<file path="src/hdl/icfl_pkg.sv">
// Package for the ID card field locator: sizes, character codes, parse phases
// and result status codes. No dependencies.
`default_nettype none

package icfl_pkg;

	localparam int MAX_SUBFILE_BYTES = 16384;
	// Position counter saturates at MAX_SUBFILE_BYTES, so it must hold that value.
	localparam int POS_W = $clog2(MAX_SUBFILE_BYTES + 1);
	localparam int OUT_W = 14;
	localparam int NUM_IDENT = 3;
	localparam int CFG_IDX_W = 2;

	localparam logic [7:0] CH_LF = 8'd10;
	localparam logic [7:0] CH_CR = 8'd13;
	localparam logic [7:0] CH_PRINT_LO = 8'h20;
	localparam logic [7:0] CH_PRINT_HI = 8'h7e;
	localparam logic [7:0] CH_UPPER_A = 8'd65;
	localparam logic [7:0] CH_UPPER_Z = 8'd90;
	localparam logic [7:0] IDENT_RESET = 8'd65;

	localparam logic [CFG_IDX_W-1:0] REG_IDENT_FIRST = 2'd0;
	localparam logic [CFG_IDX_W-1:0] REG_IDENT_SECOND = 2'd1;
	localparam logic [CFG_IDX_W-1:0] REG_IDENT_THIRD = 2'd2;

	typedef enum logic [4:0] {
		PH_TYPE1 = 5'b00001,
		PH_TYPE2 = 5'b00010,
		PH_AFTER_TYPE = 5'b00100,
		PH_IDENT = 5'b01000,
		PH_DATA = 5'b10000
	} phase_t;

	typedef enum logic [1:0] {
		ST_FOUND = 2'd0,
		ST_NOT_FOUND = 2'd1,
		ST_INVALID = 2'd2,
		ST_BAD_IDENT = 2'd3
	} status_t;

	function automatic logic is_upper(input logic [7:0] c);
		return (c >= CH_UPPER_A) && (c <= CH_UPPER_Z);
	endfunction

endpackage

`default_nettype wire

</file>
<file path="src/hdl/icfl_in_if.sv">
// Input byte channel of the ID card field locator: valid/ready plus one
// subfile byte and its final flag. Depends on nothing.
`default_nettype none

interface icfl_in_if;
	logic valid;
	logic ready;
	logic [7:0] data_byte;
	logic is_final;

	modport source (output valid, output data_byte, output is_final, input ready);
	modport sink (input valid, input data_byte, input is_final, output ready);
endinterface

`default_nettype wire

</file>
<file path="src/hdl/icfl_out_if.sv">
// Result channel of the ID card field locator: valid/ready plus status and
// the located field's offset and length. Depends on nothing.
`default_nettype none

interface icfl_out_if;
	logic valid;
	logic ready;
	logic [1:0] status;
	logic [13:0] match_start;
	logic [13:0] match_length;

	modport source (output valid, output status, output match_start,
		output match_length, input ready);
	modport sink (input valid, input status, input match_start,
		input match_length, output ready);
endinterface

`default_nettype wire

</file>
<file path="src/hdl/icfl_cfg_if.sv">
// Configuration write channel of the ID card field locator: valid/ready,
// register index and write data. Depends on nothing.
`default_nettype none

interface icfl_cfg_if;
	logic valid;
	logic ready;
	logic [1:0] index;
	logic [7:0] data;

	modport source (output valid, output index, output data, input ready);
	modport sink (input valid, input index, input data, output ready);
endinterface

`default_nettype wire

</file>
<file path="src/hdl/id_card_field_locator_core.sv">
// ID card field locator top level: structure check and field search.
// Depends on icfl_pkg and the icfl_in_if, icfl_out_if, icfl_cfg_if interfaces.
// A final byte is held in the input register until a result slot is free, then loads the
// result register, which drives result valid.
// Throughput: 1 byte per cycle; a final byte holds while the previous result is unread.
// Reset (arst_n low, asynchronous): stream state cleared, identifiers set to "AAA".
`default_nettype none

module id_card_field_locator_core
	import icfl_pkg::*;
(
	input wire logic clk,
	input wire logic arst_n,
	icfl_in_if.sink item,
	icfl_out_if.source result,
	icfl_cfg_if.sink cfg
);

	// Input stage
	logic valid_s1;
	logic [7:0] byte_s1;
	logic final_s1;

	// Identifier registers
	logic [7:0] ident_q [NUM_IDENT];

	// Stream state
	logic [POS_W-1:0] pos_q;
	phase_t phase_q;
	logic [1:0] idx_q;
	logic matching_q;
	logic [POS_W-1:0] fstart_q;
	logic found_q;
	logic [POS_W-1:0] fnd_start_q;
	logic [POS_W-1:0] fnd_len_q;
	logic err_q;

	// Result register
	logic out_valid_q;
	status_t status_q;
	logic [OUT_W-1:0] mstart_q;
	logic [OUT_W-1:0] mlen_q;

	// Next-state values
	logic [POS_W-1:0] n_pos;
	phase_t n_phase;
	logic [1:0] n_idx;
	logic n_matching;
	logic [POS_W-1:0] n_fstart;
	logic n_found;
	logic [POS_W-1:0] n_fnd_start;
	logic [POS_W-1:0] n_fnd_len;
	logic n_err;
	logic do_ident;
	logic do_close;
	logic [7:0] want;
	logic ident_ok;
	status_t n_status;

	logic s1_advance;
	logic in_fire;

	// A non-final byte never produces a result; a final byte needs a free result slot.
	assign s1_advance = valid_s1 && (!final_s1 || !out_valid_q || result.ready);
	assign item.ready = !valid_s1 || s1_advance;
	assign in_fire = item.valid && item.ready;
	assign cfg.ready = 1'b1;

	assign ident_ok = is_upper(ident_q[0]) && is_upper(ident_q[1]) && is_upper(ident_q[2]);

	always_comb begin
		case (idx_q)
			2'd0: want = ident_q[0];
			2'd1: want = ident_q[1];
			default: want = ident_q[2];
		endcase
	end

	// Parse one byte against the current stream state.
	always_comb begin
		n_pos = pos_q;
		n_phase = phase_q;
		n_idx = idx_q;
		n_matching = matching_q;
		n_fstart = fstart_q;
		n_found = found_q;
		n_fnd_start = fnd_start_q;
		n_fnd_len = fnd_len_q;
		n_err = err_q;
		do_ident = 1'b0;
		do_close = 1'b0;

		if (pos_q >= POS_W'(MAX_SUBFILE_BYTES)) begin
			// Overlong stream
			n_err = 1'b1;
		end else if (!err_q) begin
			if (final_s1) begin
				if (byte_s1 != CH_CR) begin
					n_err = 1'b1;
				end else begin
					case (phase_q)
						PH_AFTER_TYPE: ;
						PH_IDENT: if (idx_q != 2'd0) n_err = 1'b1;
						PH_DATA: do_close = 1'b1;
						default: n_err = 1'b1;
					endcase
				end
			end else begin
				case (phase_q)
					PH_TYPE1: begin
						if (is_upper(byte_s1)) n_phase = PH_TYPE2;
						else n_err = 1'b1;
					end
					PH_TYPE2: begin
						if (is_upper(byte_s1)) n_phase = PH_AFTER_TYPE;
						else n_err = 1'b1;
					end
					PH_AFTER_TYPE: begin
						// The LF after the type letters is optional.
						n_phase = PH_IDENT;
						n_idx = 2'd0;
						do_ident = (byte_s1 != CH_LF);
					end
					PH_IDENT: do_ident = 1'b1;
					PH_DATA: begin
						if (byte_s1 == CH_LF) begin
							do_close = 1'b1;
							n_phase = PH_IDENT;
							n_idx = 2'd0;
						end else if (byte_s1 < CH_PRINT_LO || byte_s1 > CH_PRINT_HI) begin
							n_err = 1'b1;
						end
					end
					default: n_err = 1'b1;
				endcase
			end

			// Identifier letter: idx_q is zero whenever we come from the type letters.
			if (do_ident) begin
				if (!is_upper(byte_s1)) begin
					n_err = 1'b1;
				end else begin
					n_matching = (idx_q == 2'd0) ? (byte_s1 == want)
						: (matching_q && (byte_s1 == want));
					if (idx_q == 2'(NUM_IDENT - 1)) begin
						n_idx = 2'd0;
						n_phase = PH_DATA;
						n_fstart = pos_q + POS_W'(1);
					end else begin
						n_idx = idx_q + 2'd1;
					end
				end
			end

			// End of a field: record a match, flag a duplicate.
			if (do_close && matching_q) begin
				if (found_q) begin
					n_err = 1'b1;
				end else begin
					n_found = 1'b1;
					n_fnd_start = fstart_q;
					n_fnd_len = pos_q - fstart_q;
				end
			end
		end

		// Saturate the position counter.
		if (pos_q < POS_W'(MAX_SUBFILE_BYTES)) n_pos = pos_q + POS_W'(1);

		if (!ident_ok) n_status = ST_BAD_IDENT;
		else if (n_err) n_status = ST_INVALID;
		else if (n_found) n_status = ST_FOUND;
		else n_status = ST_NOT_FOUND;
	end

	// Input register: hold while the byte waits for a result slot.
	always_ff @(posedge clk or negedge arst_n) begin
		if (!arst_n) begin
			valid_s1 <= 1'b0;
		end else if (in_fire) begin
			valid_s1 <= 1'b1;
		end else if (s1_advance) begin
			valid_s1 <= 1'b0;
		end
	end

	always_ff @(posedge clk) begin
		if (in_fire) begin
			byte_s1 <= item.data_byte;
			final_s1 <= item.is_final;
		end
	end

	// Identifier registers; writes beyond the list are dropped.
	always_ff @(posedge clk or negedge arst_n) begin
		if (!arst_n) begin
			ident_q[0] <= IDENT_RESET;
			ident_q[1] <= IDENT_RESET;
			ident_q[2] <= IDENT_RESET;
		end else if (cfg.valid && cfg.ready) begin
			case (cfg.index)
				REG_IDENT_FIRST: ident_q[0] <= cfg.data;
				REG_IDENT_SECOND: ident_q[1] <= cfg.data;
				REG_IDENT_THIRD: ident_q[2] <= cfg.data;
				default: ;
			endcase
		end
	end

	// Stream state: advance on every processed byte, start over after a final byte.
	always_ff @(posedge clk or negedge arst_n) begin
		if (!arst_n) begin
			pos_q <= '0;
			phase_q <= PH_TYPE1;
			idx_q <= '0;
			matching_q <= 1'b0;
			fstart_q <= '0;
			found_q <= 1'b0;
			fnd_start_q <= '0;
			fnd_len_q <= '0;
			err_q <= 1'b0;
		end else if (s1_advance) begin
			if (final_s1) begin
				pos_q <= '0;
				phase_q <= PH_TYPE1;
				idx_q <= '0;
				matching_q <= 1'b0;
				fstart_q <= '0;
				found_q <= 1'b0;
				fnd_start_q <= '0;
				fnd_len_q <= '0;
				err_q <= 1'b0;
			end else begin
				pos_q <= n_pos;
				phase_q <= n_phase;
				idx_q <= n_idx;
				matching_q <= n_matching;
				fstart_q <= n_fstart;
				found_q <= n_found;
				fnd_start_q <= n_fnd_start;
				fnd_len_q <= n_fnd_len;
				err_q <= n_err;
			end
		end
	end

	// Result register: one transaction per final byte.
	always_ff @(posedge clk or negedge arst_n) begin
		if (!arst_n) begin
			out_valid_q <= 1'b0;
		end else if (s1_advance && final_s1) begin
			out_valid_q <= 1'b1;
		end else if (result.ready) begin
			out_valid_q <= 1'b0;
		end
	end

	always_ff @(posedge clk) begin
		if (s1_advance && final_s1) begin
			status_q <= n_status;
			mstart_q <= (n_status == ST_FOUND) ? n_fnd_start[OUT_W-1:0] : '0;
			mlen_q <= (n_status == ST_FOUND) ? n_fnd_len[OUT_W-1:0] : '0;
		end
	end

	assign result.valid = out_valid_q;
	assign result.status = status_q;
	assign result.match_start = mstart_q;
	assign result.match_length = mlen_q;

endmodule

`default_nettype wire

</file>
<file path="src/flat_wrapper.sv">
// flat-port wrapper written by rule: the top's interface ports become plain ports
module id_card_field_locator_core_flat import icfl_pkg::*;
  (clk, arst_n, item_valid, item_data_byte, item_is_final, item_ready, result_valid, result_status, result_match_start, result_match_length, result_ready, cfg_valid, cfg_index, cfg_data, cfg_ready);
  icfl_in_if item_i ();
  icfl_out_if result_i ();
  icfl_cfg_if cfg_i ();
  input wire logic clk;
  input wire logic arst_n;
  input wire logic [$bits(item_i.valid)-1:0] item_valid;
  input wire logic [$bits(item_i.data_byte)-1:0] item_data_byte;
  input wire logic [$bits(item_i.is_final)-1:0] item_is_final;
  output wire logic [$bits(item_i.ready)-1:0] item_ready;
  output wire logic [$bits(result_i.valid)-1:0] result_valid;
  output wire logic [$bits(result_i.status)-1:0] result_status;
  output wire logic [$bits(result_i.match_start)-1:0] result_match_start;
  output wire logic [$bits(result_i.match_length)-1:0] result_match_length;
  input wire logic [$bits(result_i.ready)-1:0] result_ready;
  input wire logic [$bits(cfg_i.valid)-1:0] cfg_valid;
  input wire logic [$bits(cfg_i.index)-1:0] cfg_index;
  input wire logic [$bits(cfg_i.data)-1:0] cfg_data;
  output wire logic [$bits(cfg_i.ready)-1:0] cfg_ready;
  assign item_i.valid = item_valid;
  assign item_i.data_byte = item_data_byte;
  assign item_i.is_final = item_is_final;
  assign item_ready = item_i.ready;
  assign result_valid = result_i.valid;
  assign result_status = result_i.status;
  assign result_match_start = result_i.match_start;
  assign result_match_length = result_i.match_length;
  assign result_i.ready = result_ready;
  assign cfg_i.valid = cfg_valid;
  assign cfg_i.index = cfg_index;
  assign cfg_i.data = cfg_data;
  assign cfg_ready = cfg_i.ready;
  id_card_field_locator_core u_core (.clk(clk), .arst_n(arst_n), .item(item_i), .result(result_i), .cfg(cfg_i));
endmodule
</file>
<file path="config.mk">
export PLATFORM = sky130hd
export DESIGN_NAME = id_card_field_locator_core_flat
export DESIGN_NICKNAME = d
export VERILOG_FILES = /design/src/hdl/icfl_pkg.sv /design/src/hdl/icfl_in_if.sv /design/src/hdl/icfl_out_if.sv /design/src/hdl/icfl_cfg_if.sv /design/src/hdl/id_card_field_locator_core.sv /design/src/flat_wrapper.sv
export SDC_FILE = /design/constraint.sdc
export NUM_CORES = 1
export LEC_CHECK = 0
export ABC_CLOCK_PERIOD_IN_PS = 6000
export BUFFER_PORTS_ARGS = -buffer_cell sky130_fd_sc_hd__buf_4
export CAP_MARGIN = 10
export CORE_MARGIN = 5
export CORE_UTILIZATION = 36
export DETAILED_ROUTE_END_ITERATION = 7
export GPL_ROUTABILITY_DRIVEN = 0
export SLEW_MARGIN = 20
export SYNTH_ARGS = -nofsm -noshare
export SYNTH_HDL_FRONTEND = slang
export SYNTH_SLANG_ARGS = --single-unit
</file>
<file path="constraint.sdc">
create_clock -name clk -period 6 [get_ports clk]
set_input_delay 0.9 -clock clk [delete_from_list [all_inputs] [get_ports clk]]
set_output_delay 0.9 -clock clk [all_outputs]
set_load 0.05 [all_outputs]
</file>
==> results.sh <==
export IMPL_cts_clk_slew_worst_paths_ps=60
export IMPL_synth_enable_flop_cells=39
export IMPL_antenna_cells=0
export IMPL_rows=51
export IMPL_worstPathRequired_ps=6330
export IMPL_slew_headroom=0.398
export IMPL_synth_xor_area_frac=0.0402
export IMPL_async_flop_share=0.705
export IMPL_worstPathMaxFanout=66
export IMPL_ctsRootBufferMaster="clkbuf_16"
export IMPL_n_fill_cell=1928
export IMPL_syn_num_nets=783
export IMPL_final_util=0.431
export IMPL_cts_resized=0
export IMPL_final_min_clock_period_ps=3100
export IMPL_number_of_instances_in_the_synthesized_netlist=743
export IMPL_grt_start_max_net_pins=69
export IMPL_regArea_um2=3510
export IMPL_adder_cell_share_of_the_synthesized_area=0.0289
export IMPL_initialDrtViolationCount=386
export IMPL_seq_area_frac_synth=0.487
export IMPL_synth_area_mux_share=0.0530
export IMPL_pre_cts_ws_ps=2940
export IMPL_setup_total_neg_slack_ps=0
export IMPL_synth_warnings=0
export IMPL_count_of_cell_types_in_the_netlist=69
export IMPL_die_area_um2=22900
export IMPL_cts_inserted_buffers=17
export IMPL_placeableCoreArea_um2=19600
export IMPL_outcome="completed"
export IMPL_synth_compound_area_share=0.190
export IMPL_main_combinational_cell_family_by_area_after_synthesis="compound AO/OA/AOI/OAI gates"
export IMPL_worst_setup_path_start_kind="register"
export IMPL_cts_htree_levels=4
export IMPL_synth_area_per_cell_um2=9.68
export IMPL_layout_cell_share_with_drive_strength_beyond_1=0.170
export IMPL_fin_total_pwr_uw=2780
export IMPL_clock_insertion_delay_worst_skew_ps=420
export IMPL_number_of_hold_repair_buffers_added_at_the_cts_stage=0
export IMPL_die_height_um=151
export IMPL_critical_path_endpoint_type="register"
export IMPL_die_x_um=151
export IMPL_rsz0062_at_grt="false"
export IMPL_placement_io_buffers=55
export IMPL_achievable_clock_frequency_mhz=323
export IMPL_floorplan_initialDensity=0.367
export IMPL_layout_commonest_cell="nand2_1"
export IMPL_remaining_drc_errors=0
export IMPL_global_route_wire_length_before_repair_um=29200
export IMPL_placed_area_um2=7860
export IMPL_finalHoldViolations=0
export IMPL_area_growth_pct=17.5
export IMPL_hpwlAfterDp_um=12100
export IMPL_detailedRoute_firstPassIterationCount=5
export IMPL_timing_worst_slew_pin_value_ps=903
export IMPL_power_leakage_uw=0.00338
export IMPL_grt_overflow_total=0
export IMPL_timing_reg2reg_worst_path_depth=8
export IMPL_post_drt_via_cell_ratio=5.28
export IMPL_syn_cell_area_um2=7190
export IMPL_timing_hold_worst_class="in2async"
export IMPL_post_cts_repair_timing_setup_buffer_count=0
export IMPL_grt_pass1_vias=5515
export IMPL_post_synth_and_or_nand_nor_area_fraction=0.167
export IMPL_setup_crit_path_kind="reg2reg"
export IMPL_power_density_cell_area_nw_per_um2=329
export IMPL_io_pin_count=57
export IMPL_area_of_the_multi_input_gates_um2=3450
export IMPL_timing_max_cap_violations=0
export IMPL_number_of_nets_still_failing_antenna_checks_after_routing=0
export IMPL_setup_slack_ps=2900
export IMPL_wl_per_cell_um=16.2
export IMPL_flops_latches_synth=132
export IMPL_max_slew_violation_count=0
export IMPL_clock_tree_buffer_depth=2
export IMPL_grt_antenna_before_repair=0
export IMPL_vdd_drop_max_mv=0.204
export IMPL_total_routing_resource_utilization_after_global_routing=0.161
export IMPL_cts_tree="done"
export IMPL_fin_skew_ps=10.1
export IMPL_final_area_um2=8450
export IMPL_synth_flop_cell="dfrtp_1"
export IMPL_route_final_wire_length_um=17300
export IMPL_nNetsFinal=832
export IMPL_cp_arrival_ps=3430
export IMPL_layout_cells_most_common_list="nand2_1 (130), dfrtp_1 (86), buf_4 (66)"
export IMPL_finalSetupViolCount=0
export IMPL_numClockSinks=132
export IMPL_via_count=5648
export IMPL_post_route_period_util=0.516
[critical path: stages, from the launching register on]
cell and delay (ps):
edfxtp_1 320, buf_4 520, and4b_1 280, o2111ai_1 290, or4_4 810, nor2_1 220, buf_4 260, a21boi_0 110
o21ai_0 170
[through the flow]
stage / instances / hold slack [ps]
floorplan: 743 / 450
global placement: 1038 / 461
detailed placement: 1038 / 470
CTS: 1070 / 398
global route: 1070 / 418
finish: 1070 / 400
[per-layer routing]
metal	global-route usage	wire (um)	vias up
li1	-	-	2803
met1	0.235	8500	2692
met2	0.237	7790	130
met3	0.0302	725	23
met4	0.0558	295	0
met5	0	0	-
[layout make-up]
type,count,share of cell area
multi-input cells,555,0.408
flip-flops and latches,132,0.415
clock inverters,12,0.0135
repair buffers,66,0.0586
well taps,265,0.0392
clock buffers,20,0.0567
inverters,20,0.00888
[power breakdown]
part	switching (uW)	internal [uW]	total (uW)	leakage (uW)
registers	101	1050	1150	0.00157
clock network	406	625	1030	0.000297
logic	344	253	597	0.00151
[registers in the layout, indices dropped and copies added (netlist names)]
register / flops
u_core.matching_q: 1
u_core.err_q: 1
u_core.fnd_len_q: 14
u_core.result.status: 2
u_core.result.valid: 1
u_core.byte_s1: 8
u_core.fstart_q: 14
u_core.found_q: 1
u_core.pos_q: 15
u_core.fnd_start_q: 14
u_core.final_s1: 1
u_core.result.match_start: 14
u_core.ident_q: 24
u_core.idx_q: 2
u_core.valid_s1: 1
u_core.result.match_length: 14
u_core.phase_q: 5
[final timing paths]
kind	start	to	slack, ps
max reg2reg	u_core.final_s1$_DFFE_PP_	u_core.fnd_start_q[11]$_DFFE_PN0P_	2900
min	arst_n	u_core.pos_q[1]$_DFFE_PN0P_	400
max in group asynchronous	arst_n	u_core.fnd_len_q[9]$_DFFE_PN0P_	4370
min in group clk	u_core.fnd_len_q[6]$_DFFE_PN0P_	u_core.fnd_len_q[6]$_DFFE_PN0P_	480
min reg2reg	u_core.fnd_len_q[6]$_DFFE_PN0P_	u_core.fnd_len_q[6]$_DFFE_PN0P_	480
max	u_core.final_s1$_DFFE_PP_	u_core.fnd_start_q[11]$_DFFE_PN0P_	2900
[cell families after synthesis]
kind of cell               count (synthesis)
adders and majority gates                 16
DFF                                      132
muxes                                     35
AOI/OAI and AO/OA                        217
xor gates and xnor gates                  33
buffers and inverters                     56
and+or+nand+nor                          253
other                                      1
[synth_stat cells, types with 9 or more instances]
cell type | number | area share
a21boi_0 | 22 | 0.023
clkbuf_1 | 25 | 0.013
nand2_1 | 130 | 0.068
dfrtp_1 | 86 | 0.30
nand3_1 | 11 | 0.0077
xor2_1 | 12 | 0.015
inv_1 | 20 | 0.010
ha_1 | 15 | 0.026
o21ai_0 | 64 | 0.045
a21oi_1 | 42 | 0.029
xnor2_1 | 21 | 0.026
o22ai_1 | 14 | 0.012
a21o_1 | 9 | 0.0094
mux2i_1 | 10 | 0.014
edfxtp_1 | 39 | 0.16
mux2_2 | 25 | 0.039
nor2_1 | 37 | 0.019
and3_1 | 9 | 0.0078
Note: power is estimated with default switching activity, not from simulation.
